<file path="src/rtl/core/hgh_pff_pkg.sv">
// ----------------------------------------------------------------------------
// hgh_pff_pkg
// types, constants and tables shared by the projector form factor core
// ----------------------------------------------------------------------------
`default_nettype none

package hgh_pff_pkg;

  localparam logic [1:0] STATUS_OK    = 2'd0;
  localparam logic [1:0] STATUS_UNTAB = 2'd1;
  localparam logic [1:0] STATUS_SAT   = 2'd2;

  localparam int IN_W  = 96;
  localparam int OUT_W = 40;

  localparam logic [35:0] HALF_LOG2E = 36'd12102203;
  localparam logic [35:0] LN2        = 36'd11629080;
  localparam logic [35:0] PREF       = 36'd19794854;

  typedef enum logic [3:0] {
    OP_X, OP_X2, OP_T, OP_U, OP_UU, OP_G, OP_X4, OP_POLY, OP_W,
    OP_E, OP_PG, OP_R2, OP_R3, OP_FAC, OP_FF
  } op_t;

  typedef enum logic [2:0] {
    CS_IDLE, CS_LOAD, CS_LO, CS_HI, CS_WB, CS_SQRT, CS_DONE
  } ctrl_state_t;

  typedef enum logic [1:0] {
    FIN_EARLY, FIN_ZERO, FIN_CALC
  } fin_t;

  typedef struct packed {
    logic       accept;
    op_t        op;
    logic [1:0] term;
    logic       mul_load;
    logic       mul_lo;
    logic       mul_hi;
    logic       wb;
    logic       sqrt_step;
    logic       fin;
    fin_t       fin_kind;
  } pff_cmd_t;

  typedef struct packed {
    logic       early;
    logic [1:0] cnt;
    logic [1:0] chan;
    logic       wb_under;
    logic       wb_gzero;
    logic       sqrt_last;
    logic       out_free;
  } pff_stat_t;

  function automatic logic [35:0] coef(input logic [1:0] l, input logic [1:0] i);
    logic [35:0] c;
    c = 36'd49009385;
    case (l)
      2'd0: begin
        case (i)
          2'd0:    c = 36'd94906266;
          2'd1:    c = 36'd49009385;
          default: c = 36'd12349204;
        endcase
      end
      2'd1: begin
        c = (i == 2'd0) ? 36'd77490641 : 36'd26196618;
      end
      default: c = 36'd49009385;
    endcase
    return c;
  endfunction

  function automatic logic [35:0] exp2_frac(input logic [3:0] k);
    logic [35:0] v;
    case (k)
      4'd0:    v = 36'd16777216;
      4'd1:    v = 36'd16065917;
      4'd2:    v = 36'd15384775;
      4'd3:    v = 36'd14732511;
      4'd4:    v = 36'd14107901;
      4'd5:    v = 36'd13509772;
      4'd6:    v = 36'd12937002;
      4'd7:    v = 36'd12388516;
      4'd8:    v = 36'd11863283;
      4'd9:    v = 36'd11360319;
      4'd10:   v = 36'd10878679;
      4'd11:   v = 36'd10417458;
      4'd12:   v = 36'd9975792;
      4'd13:   v = 36'd9552851;
      4'd14:   v = 36'd9147842;
      default: v = 36'd8760003;
    endcase
    return v;
  endfunction

  function automatic logic [35:0] abs38(input logic signed [37:0] v);
    logic [37:0] m;
    m = v[37] ? 38'(-v) : 38'(v);
    return m[35:0];
  endfunction

endpackage

`default_nettype wire

</file>
<file path="src/rtl/core/hgh_pff_ctrl.sv">
// ----------------------------------------------------------------------------
// hgh_pff_ctrl
// sequencer that steps the shared multiplier and square root through one item
// ----------------------------------------------------------------------------
`default_nettype none

module hgh_pff_ctrl (
  input  wire                   clk,
  input  wire                   rst,
  input  wire                   s_tvalid,
  output logic                  s_tready,
  input  hgh_pff_pkg::pff_stat_t stat,
  output hgh_pff_pkg::pff_cmd_t  cmd
);
  import hgh_pff_pkg::*;

  ctrl_state_t state, state_next;
  op_t         op, op_next;
  logic [1:0]  term, term_next;
  fin_t        fin_kind, fin_kind_next;
  logic        last_term;

  assign last_term = (term == 2'(stat.cnt - 2'd1));

  always_ff @(posedge clk) begin
    if (rst) begin
      state    <= CS_IDLE;
      op       <= OP_X;
      term     <= 2'd0;
      fin_kind <= FIN_ZERO;
    end else begin
      state    <= state_next;
      op       <= op_next;
      term     <= term_next;
      fin_kind <= fin_kind_next;
    end
  end

  always_comb begin
    state_next    = state;
    op_next       = op;
    term_next     = term;
    fin_kind_next = fin_kind;
    s_tready      = 1'b0;
    cmd           = '0;
    cmd.op        = op;
    cmd.term      = term;
    cmd.fin_kind  = fin_kind;
    case (state)
      CS_IDLE: begin
        s_tready   = 1'b1;
        cmd.accept = s_tvalid;
        if (s_tvalid) begin
          op_next   = OP_X;
          term_next = 2'd0;
          if (stat.early) begin
            fin_kind_next = FIN_EARLY;
            state_next    = CS_DONE;
          end else begin
            state_next = CS_LOAD;
          end
        end
      end
      CS_LOAD: begin
        cmd.mul_load = 1'b1;
        state_next   = CS_LO;
      end
      CS_LO: begin
        cmd.mul_lo = 1'b1;
        state_next = CS_HI;
      end
      CS_HI: begin
        cmd.mul_hi = 1'b1;
        state_next = CS_WB;
      end
      CS_WB: begin
        cmd.wb     = 1'b1;
        state_next = CS_LOAD;
        case (op)
          OP_X:  op_next = OP_X2;
          OP_X2: op_next = OP_T;
          OP_T: begin
            if (stat.wb_under) begin
              fin_kind_next = FIN_ZERO;
              state_next    = CS_DONE;
            end else begin
              op_next = OP_U;
            end
          end
          OP_U:  op_next = OP_UU;
          OP_UU: op_next = OP_G;
          OP_G: begin
            if (stat.wb_gzero) begin
              fin_kind_next = FIN_ZERO;
              state_next    = CS_DONE;
            end else begin
              op_next = OP_X4;
            end
          end
          OP_X4:   op_next = OP_POLY;
          OP_POLY: op_next = OP_W;
          OP_W: begin
            if (last_term) begin
              op_next = (stat.chan == 2'd0) ? OP_PG : OP_E;
            end else begin
              term_next = 2'(term + 2'd1);
              op_next   = OP_POLY;
            end
          end
          OP_E:  op_next = OP_PG;
          OP_PG: op_next = OP_R2;
          OP_R2: op_next = OP_R3;
          OP_R3: begin
            op_next    = OP_FAC;
            state_next = CS_SQRT;
          end
          OP_FAC: op_next = OP_FF;
          OP_FF: begin
            fin_kind_next = FIN_CALC;
            state_next    = CS_DONE;
          end
          default: state_next = CS_IDLE;
        endcase
      end
      CS_SQRT: begin
        cmd.sqrt_step = 1'b1;
        if (stat.sqrt_last) state_next = CS_LOAD;
      end
      CS_DONE: begin
        if (stat.out_free) begin
          cmd.fin    = 1'b1;
          state_next = CS_IDLE;
        end
      end
      default: state_next = CS_IDLE;
    endcase
  end

endmodule

`default_nettype wire

</file>
<file path="src/rtl/core/hgh_pff_dp.sv">
// ----------------------------------------------------------------------------
// hgh_pff_dp
// operand registers, shared 18x36 multiplier, square root and result register
// ----------------------------------------------------------------------------
`default_nettype none

module hgh_pff_dp #(
  parameter int MAX_TERMS = 3
) (
  input  wire                                clk,
  input  wire                                rst,
  input  wire  [hgh_pff_pkg::IN_W-1:0]       s_tdata,
  output logic [hgh_pff_pkg::OUT_W-1:0]      m_tdata,
  output logic                               m_tvalid,
  input  wire                                m_tready,
  input  hgh_pff_pkg::pff_cmd_t              cmd,
  output hgh_pff_pkg::pff_stat_t             stat
);
  import hgh_pff_pkg::*;

  logic [19:0]        q;
  logic [1:0]         chan;
  logic [17:0]        r;
  logic [1:0]         cnt;
  logic signed [17:0] w0, w1, w2;
  logic               bad;

  logic [29:0]        x;
  logic [35:0]        x2, t, x4;
  logic [19:0]        u;
  logic [24:0]        p, g;
  logic signed [37:0] pt, s, e, pg;
  logic [35:0]        rr;
  logic [27:0]        fac;
  logic [54:0]        sq_v, sq_res, sq_bit, sq_sum;
  logic [31:0]        ff;
  logic               sat;

  logic [35:0]        mul_a, mul_b, a_sel, b_sel;
  logic               mul_neg, neg_sel;
  logic [71:0]        acc;
  logic [17:0]        half;
  logic [53:0]        pp;

  logic               out_valid;
  logic [31:0]        out_ff;
  logic [1:0]         out_status;

  logic [1:0]         in_cnt, in_chan, ntab;
  logic signed [17:0] w_sel;
  logic [17:0]        w_mag;
  logic signed [37:0] one, x2s, x4s, arg, e_src;
  logic [4:0]         n;
  logic [24:0]        g_calc;
  logic [37:0]        mag24, mag16;
  logic signed [37:0] sres, sres16;
  logic [47:0]        ff_mag;
  logic [31:0]        ff_calc;
  logic               ff_sat;

  // input field split
  assign in_chan = s_tdata[21:20];
  assign in_cnt  = s_tdata[41:40];

  always_comb begin
    case (in_chan)
      2'd0:    ntab = 2'd3;
      2'd1:    ntab = 2'd2;
      2'd2:    ntab = 2'd1;
      default: ntab = 2'd0;
    endcase
  end

  always_ff @(posedge clk) begin
    if (cmd.accept) begin
      q    <= s_tdata[19:0];
      chan <= in_chan;
      r    <= s_tdata[39:22];
      cnt  <= in_cnt;
      w0   <= s_tdata[59:42];
      w1   <= s_tdata[77:60];
      w2   <= s_tdata[95:78];
      bad  <= (int'(in_cnt) > MAX_TERMS) || (in_cnt > ntab);
    end
  end

  // operand select
  always_comb begin
    case (cmd.term)
      2'd0:    w_sel = w0;
      2'd1:    w_sel = w1;
      default: w_sel = w2;
    endcase
    w_mag = w_sel[17] ? 18'(-w_sel) : 18'(w_sel);
    one   = 38'sd16777216;
    x2s   = signed'({2'b00, x2});
    x4s   = signed'({2'b00, x4});
    arg   = one;
    case (chan)
      2'd0: begin
        case (cmd.term)
          2'd0:    arg = one;
          2'd1:    arg = 38'(38'sd3 * one - x2s);
          default: arg = 38'(38'sd15 * one - 38'sd10 * x2s + x4s);
        endcase
      end
      2'd1: begin
        arg = (cmd.term == 2'd0) ? one : 38'(38'sd5 * one - x2s);
      end
      default: arg = one;
    endcase
    e_src = (chan == 2'd0) ? s : e;

    a_sel   = '0;
    b_sel   = '0;
    neg_sel = 1'b0;
    case (cmd.op)
      OP_X: begin
        a_sel = 36'(q);
        b_sel = 36'(r);
      end
      OP_X2: begin
        a_sel = 36'(x);
        b_sel = 36'(x);
      end
      OP_T: begin
        a_sel = x2;
        b_sel = HALF_LOG2E;
      end
      OP_U: begin
        a_sel = 36'(t[19:0]);
        b_sel = LN2;
      end
      OP_UU: begin
        a_sel = 36'(u);
        b_sel = 36'(u);
      end
      OP_G: begin
        a_sel = exp2_frac(t[23:20]);
        b_sel = 36'(p);
      end
      OP_X4: begin
        a_sel = x2;
        b_sel = x2;
      end
      OP_POLY: begin
        a_sel   = coef(chan, cmd.term);
        b_sel   = abs38(arg);
        neg_sel = arg[37];
      end
      OP_W: begin
        a_sel   = abs38(pt);
        b_sel   = 36'(w_mag);
        neg_sel = pt[37] ^ w_sel[17];
      end
      OP_E: begin
        a_sel   = abs38(s);
        b_sel   = (chan == 2'd1) ? 36'(x) : x2;
        neg_sel = s[37];
      end
      OP_PG: begin
        a_sel   = abs38(e_src);
        b_sel   = 36'(g);
        neg_sel = e_src[37];
      end
      OP_R2: begin
        a_sel = 36'(r);
        b_sel = 36'(r);
      end
      OP_R3: begin
        a_sel = rr;
        b_sel = 36'(r);
      end
      OP_FAC: begin
        a_sel = PREF;
        b_sel = 36'(sq_res[26:0]);
      end
      OP_FF: begin
        a_sel   = abs38(pg);
        b_sel   = 36'(fac);
        neg_sel = pg[37];
      end
      default: begin
        a_sel = '0;
        b_sel = '0;
      end
    endcase
  end

  // shared multiplier, low half of a then high half
  assign half = cmd.mul_hi ? mul_a[35:18] : mul_a[17:0];
  assign pp   = half * mul_b;

  always_ff @(posedge clk) begin
    if (cmd.mul_load) begin
      mul_a   <= a_sel;
      mul_b   <= b_sel;
      mul_neg <= neg_sel;
    end
    if (cmd.mul_lo) acc <= {18'b0, pp};
    if (cmd.mul_hi) acc <= acc + {pp, 18'b0};
  end

  // write-back shaping
  assign n       = t[28:24];
  assign g_calc  = acc[48:24] >> n;
  assign mag24   = {2'b00, acc[59:24]};
  assign mag16   = {2'b00, acc[51:16]};
  assign sres    = mul_neg ? signed'(38'(-mag24)) : signed'(mag24);
  assign sres16  = mul_neg ? signed'(38'(-mag16)) : signed'(mag16);
  assign ff_mag  = acc[71:24];

  always_comb begin
    ff_sat  = 1'b0;
    ff_calc = ff_mag[31:0];
    if (mul_neg) begin
      if (ff_mag > 48'h80000000) begin
        ff_sat  = 1'b1;
        ff_calc = 32'h80000000;
      end else begin
        ff_calc = 32'(-ff_mag[31:0]);
      end
    end else if (ff_mag > 48'h7fffffff) begin
      ff_sat  = 1'b1;
      ff_calc = 32'h7fffffff;
    end
  end

  always_ff @(posedge clk) begin
    if (cmd.accept) s <= '0;
    if (cmd.wb) begin
      case (cmd.op)
        OP_X:    x  <= acc[37:8];
        OP_X2:   x2 <= acc[59:24];
        OP_T:    t  <= acc[59:24];
        OP_U:    u  <= acc[43:24];
        OP_UU:   p  <= 25'(25'h1000000 - 25'(u) + 25'(acc[44:25]));
        OP_G:    g  <= g_calc;
        OP_X4:   x4 <= acc[59:24];
        OP_POLY: pt <= sres;
        OP_W:    s  <= 38'(s + sres16);
        OP_E:    e  <= sres;
        OP_PG:   pg <= sres;
        OP_R2:   rr <= acc[35:0];
        OP_R3: begin
          sq_v   <= {1'b0, acc[53:0]};
          sq_res <= '0;
          sq_bit <= 55'(1) << 52;
        end
        OP_FAC:  fac <= acc[51:24];
        OP_FF: begin
          ff  <= ff_calc;
          sat <= ff_sat;
        end
        default: x <= x;
      endcase
    end
    if (cmd.sqrt_step) begin
      if (sq_v >= sq_sum) begin
        sq_v   <= sq_v - sq_sum;
        sq_res <= (sq_res >> 1) + sq_bit;
      end else begin
        sq_res <= sq_res >> 1;
      end
      sq_bit <= sq_bit >> 2;
    end
  end

  assign sq_sum = sq_res + sq_bit;

  // output register
  always_ff @(posedge clk) begin
    if (rst) begin
      out_valid <= 1'b0;
    end else if (cmd.fin) begin
      out_valid <= 1'b1;
    end else if (m_tready) begin
      out_valid <= 1'b0;
    end
  end

  always_ff @(posedge clk) begin
    if (cmd.fin) begin
      case (cmd.fin_kind)
        FIN_EARLY: begin
          out_ff     <= '0;
          out_status <= bad ? STATUS_UNTAB : STATUS_OK;
        end
        FIN_CALC: begin
          out_ff     <= ff;
          out_status <= sat ? STATUS_SAT : STATUS_OK;
        end
        default: begin
          out_ff     <= '0;
          out_status <= STATUS_OK;
        end
      endcase
    end
  end

  assign m_tvalid = out_valid;
  assign m_tdata  = {6'b0, out_status, out_ff};

  always_comb begin
    stat.early     = (int'(in_cnt) > MAX_TERMS) || (in_cnt > ntab) || (in_cnt == 2'd0);
    stat.cnt       = cnt;
    stat.chan      = chan;
    stat.wb_under  = (acc[59:48] >= 12'd24);
    stat.wb_gzero  = (g_calc == 25'd0);
    stat.sqrt_last = sq_bit[0];
    stat.out_free  = !out_valid || m_tready;
  end

endmodule

`default_nettype wire

</file>
<file path="src/rtl/core/hgh_projector_form_factor_core.sv">
// ----------------------------------------------------------------------------
// hgh_projector_form_factor_core
// reciprocal-space form factor of one diagonalised projector per input word
// ----------------------------------------------------------------------------
// One input word gives one output word. A word is worked on alone: every
// product goes through one shared 18x36 multiplier in two passes plus an
// operand load and a write-back, for each of the 14 to 18 products, and the
// floor square root of r^3 takes 27 one-bit steps. Words that are
// untabulated or have no terms skip the arithmetic and go straight to the
// result, and words whose gaussian underflows stop after the T or G
// write-back. The output register lets the next word be accepted while a
// result still waits.
`default_nettype none

module hgh_projector_form_factor_core #(
  parameter int MAX_TERMS = 3
) (
  input  wire         clk,
  input  wire         rst,
  input  wire         s_tvalid,
  output logic        s_tready,
  // momentum, channel, radius, term_count, weight_0, weight_1, weight_2
  input  wire  [95:0] s_tdata,
  output logic        m_tvalid,
  input  wire         m_tready,
  // form_factor, status, zero fill
  output logic [39:0] m_tdata
);
  import hgh_pff_pkg::*;

  pff_cmd_t  cmd;
  pff_stat_t stat;

  hgh_pff_ctrl u_ctrl (
    .clk      (clk),
    .rst      (rst),
    .s_tvalid (s_tvalid),
    .s_tready (s_tready),
    .stat     (stat),
    .cmd      (cmd)
  );

  hgh_pff_dp #(
    .MAX_TERMS (MAX_TERMS)
  ) u_dp (
    .clk      (clk),
    .rst      (rst),
    .s_tdata  (s_tdata),
    .m_tdata  (m_tdata),
    .m_tvalid (m_tvalid),
    .m_tready (m_tready),
    .cmd      (cmd),
    .stat     (stat)
  );

endmodule

`default_nettype wire

</file>
<file path="config.mk">
export PLATFORM = sky130hd
export DESIGN_NAME = hgh_projector_form_factor_core
export DESIGN_NICKNAME = d
export VERILOG_FILES = /design/src/rtl/core/hgh_pff_pkg.sv /design/src/rtl/core/hgh_pff_ctrl.sv /design/src/rtl/core/hgh_pff_dp.sv /design/src/rtl/core/hgh_projector_form_factor_core.sv
export SDC_FILE = /design/constraint.sdc
export NUM_CORES = 2
export LEC_CHECK = 0
export BUFFER_PORTS_ARGS = -buffer_cell sky130_fd_sc_hd__buf_4
export CAP_MARGIN = 20
export CORE_MARGIN = 1.5
export CORE_UTILIZATION = 40
export DETAILED_ROUTE_END_ITERATION = 16
export GPL_TIMING_DRIVEN = 0
export PLACE_DENSITY = 0.69
export SYNTH_ARGS = -nofsm -noshare
export SYNTH_HDL_FRONTEND = slang
export SYNTH_SLANG_ARGS = --single-unit
</file>
<file path="constraint.sdc">
create_clock -name clk -period 11.3 [get_ports clk]
set_input_delay 3.39 -clock clk [delete_from_list [all_inputs] [get_ports clk]]
set_output_delay 3.39 -clock clk [all_outputs]
set_load 0.02 [all_outputs]
</file>
Yosys cells after proc, flatten, opt, wreduce, memory -nomap -nowiden
Memories as Yosys holds them, arrays and structs flattened. A register that Yosys moved wholly into a read port is not among the register bits.
Index checks and enable logic that the tools add are counted.
Widths: inputs -> output; s select.

storage, ports and cells
  bits of input ports = 100
  memory bits (read-only) = 400
  register bits = 901
  latch bits = 0
  word-level logic and storage cells = 229
  memories kept = 1
  RAM bits = 0
  output and inout port bits = 42

operators by class
  multiply operators = 2
  div/mod/pow operators = 0
  bitwise gates (word level) = 1
  reduce and logical (&&, ||, !) cells = 37
  multiplexer cells = 84
  eq/ne operators = 38
  shifts and indexed selects = 1
  magnitude comparators = 5
  $add $sub $neg = 22

memories
  name             depth  bits a word  read ports  clocked after Yosys merged registers in  write ports  RTL line           RTL
  (no name shown)  16     25           1           1                                        0            hgh_pff_pkg.sv:77  case (k)

operators with widths
  cell                  count
  $pmux 36 s14          1
  $pmux 36 s13          1
  $mux 55               8
  $mux 38               7
  $mux 36               6
  $neg 36->36           5
  $pmux 38 s2           2
  $mux 72               2
  $mux 53               2
  $mux 32               3
  $neg 36->38           2
  $add 72x72->72        1
  $pmux 36 s2           1
  $pmux 4 s14           1
  $add 54x53->55        1
  $add 55x53->55        1
  $ge 55x55->1          1
  $sub 55x55->55        1
  $mul 18x36->54        1
  $pmux 27 s2           1
  $mux 51               1
  $gt 48x31->1 const B  1
  $gt 48x32->1 const B  1
  $add 38x37->38        1
  58 further kinds      138

Logic depth before layout (Yosys ltp)
  word-level depth = 8
  gate-level depth with buffers = 45
  mapped depth without buffers = 42

Cells and area by module
A second synthesis with hierarchy kept.

unflattened totals
  cells, all modules = 8456
  area total of the unflattened synthesis = 80327.0 µm²

modules (own cells, without submodules)
  module        cells an instance  area each (µm²)  instances  seq. area each (µm²)
  hgh_pff_dp    8336               79441.2          1          25414.4
  hgh_pff_ctrl  120                885.8            1          220.2

Worst setup path before layout
No wires, ideal clock.

  path type = reg2reg
  start = register u_ctrl.state[1]
  end = register u_dp.acc[66], data pin
  stages on the path, launching flop included = 43
  arrival time = 12.309 ns
  period minus slack after synthesis = 12.575 ns
  path slack = -1.275 ns
  setup time = 0.266 ns
  required time = 11.034 ns
  path buffers = 4
  path through = dfxtp_1 clkbuf_1 nor2b_1 and2_1 clkbuf_1 clkbuf_1 nand2_1 nand2_1 clkbuf_1 nand2_1 fa_1 inv_1 fa_1 inv_1 fa_1 inv_1 fa_1 fa_1 [... 7 more ...] o21ai_0 a2111oi_0 nor3_1 nor2_1 a31oi_1 xnor2_1 ha_1 a2111o_1 a21oi_1 nor4b_1 a211o_1 a41oi_1 o21ai_0 a41oi_1 a22oi_1 a221oi_1 xor2_1 nor2_1

on the way
  longest elaborated chain between the ends = 6

ends and longest elaborated chain
  what                      RTL line            RTL
  start: declaration        hgh_pff_ctrl.sv:17  ctrl_state_t state, state_next;
  start signal: assignment  hgh_pff_ctrl.sv:32  state <= state_next;
  $eq 3x2->1 (*)            hgh_pff_ctrl.sv:49  case (state)
  $mux 1 (*)                hgh_pff_ctrl.sv:49
  $mux 18                   hgh_pff_dp.sv:191   assign half = cmd.mul_hi ? mul_a[35:18] : mul_a[17:0];
  $mul 18x36->54            hgh_pff_dp.sv:192   assign pp = half * mul_b;
  $add 72x72->72            hgh_pff_dp.sv:201   if (cmd.mul_hi) acc <= acc + {pp, 18'b0};
  $mux 72 (*)               hgh_pff_dp.sv:201
  end signal: assignment    hgh_pff_dp.sv:200   if (cmd.mul_lo) acc <= {18'b0, pp};
  end signal: assignment    hgh_pff_dp.sv:201
  end: declaration          hgh_pff_dp.sv:41    logic [71:0] acc;

Every way passes the cells marked *; elsewhere a longest branch is shown, timed or not.
A chain may end at the register's enable or synchronous reset.

Worst setup path after layout
  start = register u_ctrl.state[1]
  end = register u_dp.acc[71], data pin

Same word-level chain as after synthesis.

==> impl_metrics.yaml <==
synthesis:
  syn_area_sq_um: 79420
  ys_seq_elements: 897
  yosys.area.top_type: "edfxtp_1"
  synth.avg_cell_area_sq_um: 9.465
  synth_simple_gate_area_frac: 0.1487
  synth-edff-count: 767
  synthDistinctLibCells: 117
  ys_seq_area_frac: 0.3228
  ys_top_cells_by_area: "edfxtp_1, fa_1, ha_1, nand2_1, inv_1"
  synthCells: 8391
  synth-xor-area-share: 0.06741
  synth_top_family_by_area: "adder cells"
  synthArstFlopShare: 0
  synth-main-ff-cell: "edfxtp_1"
  yosys.area.top_type_share: 0.2900
  synth-adder-area-share: 0.2191
  muxShareOfSynthArea: 0.02073
  synth-compound-area-share: 0.1586
  yosys_warnings: 0
grt:
  use_met1: 0.3977
  grt_pass1_wl_mm: 455.3
  use_met3: 0.06136
  grt_pass1_vias: 66921
  grt_start_max_net_pins: 81
  gr-max-usage-layer: "met2"
  gr-usage-met2: 0.4760
  antenna_found_initial: 31
  grtUsageTotal: 0.3056
  gr-total-overflow: 0
cells_and_area:
  utilization: 0.4501
  fill_cells: 18783
  mostFrequentLayoutCells: "nand2_1, inv_1, edfxtp_1"
  drive_above_1_share: 0.06811
  area_growth_syn_to_layout_pct: 11.77
  final_common_cell: "nand2_1"
  fin_nets: 9850
  stdcell_count: 11440
worst_setup_path:
  cp-start-kind: "register"
  path_max_fanout: 31
  critPathCaptureType: "register"
  path_class: "reg2reg"
  required_ps: 11800
  arrival_ps: 11320
  slowest_stage: "fa_1"
  cpPeakStageDelay_ps: 590
place:
  port-buffer-count: 135
  dp_hpwl_mm: 248.9
  place_ws_ps: -2941
  gp_congestion: 1.023
  dp.cells: 11214
sta:
  fin_crit_sh: 0.9578
  worstMarginPinSlew_ps: 1395
  skew_ps: 38.44
  finalHoldViolCount: 0
  setup_viol: 0
  slew_headroom: 0.07000
  fin_hold_ws_ps: 485.1
  rsz0062_at_grt: "true"
  finalWorstSetupSlack_ps: 476.5
  fmax_ghz: 0.09239
  final_max_slew_viol_count: 0
  post-route-min-period_ps: 10820
clocking:
  cts-hold-fix-buffers: 0
  h-tree-depth: 3
  worstSkewPairLatency_ps: 770
  cts_made_buffers: 104
  clock-sinks: 897
  cts_tree: "done"
  cts_max_path_buffers: 3
  clockRootBuffer: "clkbuf_16"
  clk_pin_slew_ps: 60
min_path:
  hp-class: "reg2reg"
floorplanning:
  num_rows: 163
  core_sq_um: 197200
  die_x_um: 448.6
  die-area_sq_um: 201200
  ioPinCount: 142
  start_util: 0.4027
  die_y_um: 448.6
route:
  wl_per_cell_um: 27.46
  wl_mm: 314.2
  drt-initial-drc-count: 8196
  via_count: 68463
  firstDrtPassIters: 10
  vias_per_cell: 5.985
  drc_errors: 0
  ant_nets: 0
job:
  cap_violations: 0
run_status:
  outcome: "complete, no violations"
==> sequential cells by signal, indices dropped and copies added (netlist names), 30 cells and up, named ones only <==
| name | count |
|---|---|
| u_dp.mul_b | 36 |
| u_dp.rr | 36 |
| u_dp.e | 37 |
| u_dp.s | 38 |
| u_dp.x4 | 36 |
| u_dp.sq_v | 55 |
| u_dp.ff | 32 |
| u_dp.sq_res | 55 |
| u_dp.out_ff | 32 |
| u_dp.x2 | 36 |
| u_dp.x | 30 |
| u_dp.pt | 37 |
| u_dp.pg | 37 |
| u_dp.mul_a | 36 |
| u_dp.acc | 72 |
==> layer usage <==
metal | vias to the layer above | share of wire
li1 | 29924 | -
met1 | 33842 | 0.39
met2 | 3897 | 0.44
met3 | 788 | 0.099
met4 | 12 | 0.063
met5 | - | 0.00035
==> worst paths after layout <==
kind	start	end	slack (ps)	depth (start not counted)
min reg2reg	u_dp.sq_v[54]	u_dp.sq_v[54]	490	2
min	u_dp.sq_v[54]	u_dp.sq_v[54]	490	2
max reg2reg	u_ctrl.state[1]	u_dp.acc[71]	480	44
max	u_ctrl.state[1]	u_dp.acc[71]	480	44
==> synthesized netlist by cell type (all sizes together) (53+ instances only) <==
cell type and n:
nand2 1068, inv 847, edfxtp 767, fa 550
ha 511, a21oi 442, nor2 437, o21ai 417
clkbuf 364, xnor2 345, and2 280, xor2 261
a21o 156, dfxtp 130, nor3 122, mux2i 115
nand3 105, a211oi 97, a31oi 91, or3 85
a22o 84, nand4 74, nor2b 73, buf 72
o31ai 68, a22oi 65, a221oi 57, o21bai 57
nand2b 53
==> kinds of logic after synthesis <==
logic type                 count (synthesis)
xor gates and xnor gates                 608
buffers and inverters                   1286
DFF                                      897
other                                      1
AOI/OAI and AO/OA                       1895
muxes                                    148
adders and majority gates               1061
and+or+nand+nor                         2495
==> timing repair <==
| action | 4_1_cts | 5_1_grt |
|---|---|---|
| gates cloned | 1 | 0 |
| gates resized for setup | 62 | 30 |
| buffers inserted | 2 | 2 |
| pin swaps | 1 | 3 |
| endpoints found under the setup margin | 37 | 13 |
==> cell type report <==
class	instances	area, sq um	area share
antenna	20	50.05	0.0005638
sequential	897	25640	0.2888
clock inverter	79	940.9	0.01060
multi-input combinational	6214	49180	0.5540
inverter	849	3189	0.03593
clock buffer	118	2685	0.03025
buffer	435	1841	0.02073
tap	2640	3303	0.03721
timing repair buffer	188	1943	0.02189
==> per-stage QoR <==
step                setup TNS [ps]  instance area (sq um)
floorplan                        0                  79450
global route                -9.570                  88730
CTS                              0                  88450
detailed placement          -55750                  84620
finish                           0                  88770
global placement            -63210                  83770
==> critical path: cells and delay by family (launching register included) <==
kind | cells | cell delay (ps)
adders and majority gates | 8 | 3930
and+or+nand+nor | 8 | 1120
DFF | 1 | 440
buffers and inverters | 8 | 1040
xor gates and xnor gates | 2 | 400
AOI/OAI and AO/OA | 18 | 3590
Power is left out: the tool's default activity adds up to more than one toggle a clock period on the data nets, which glitch-free logic cannot reach.
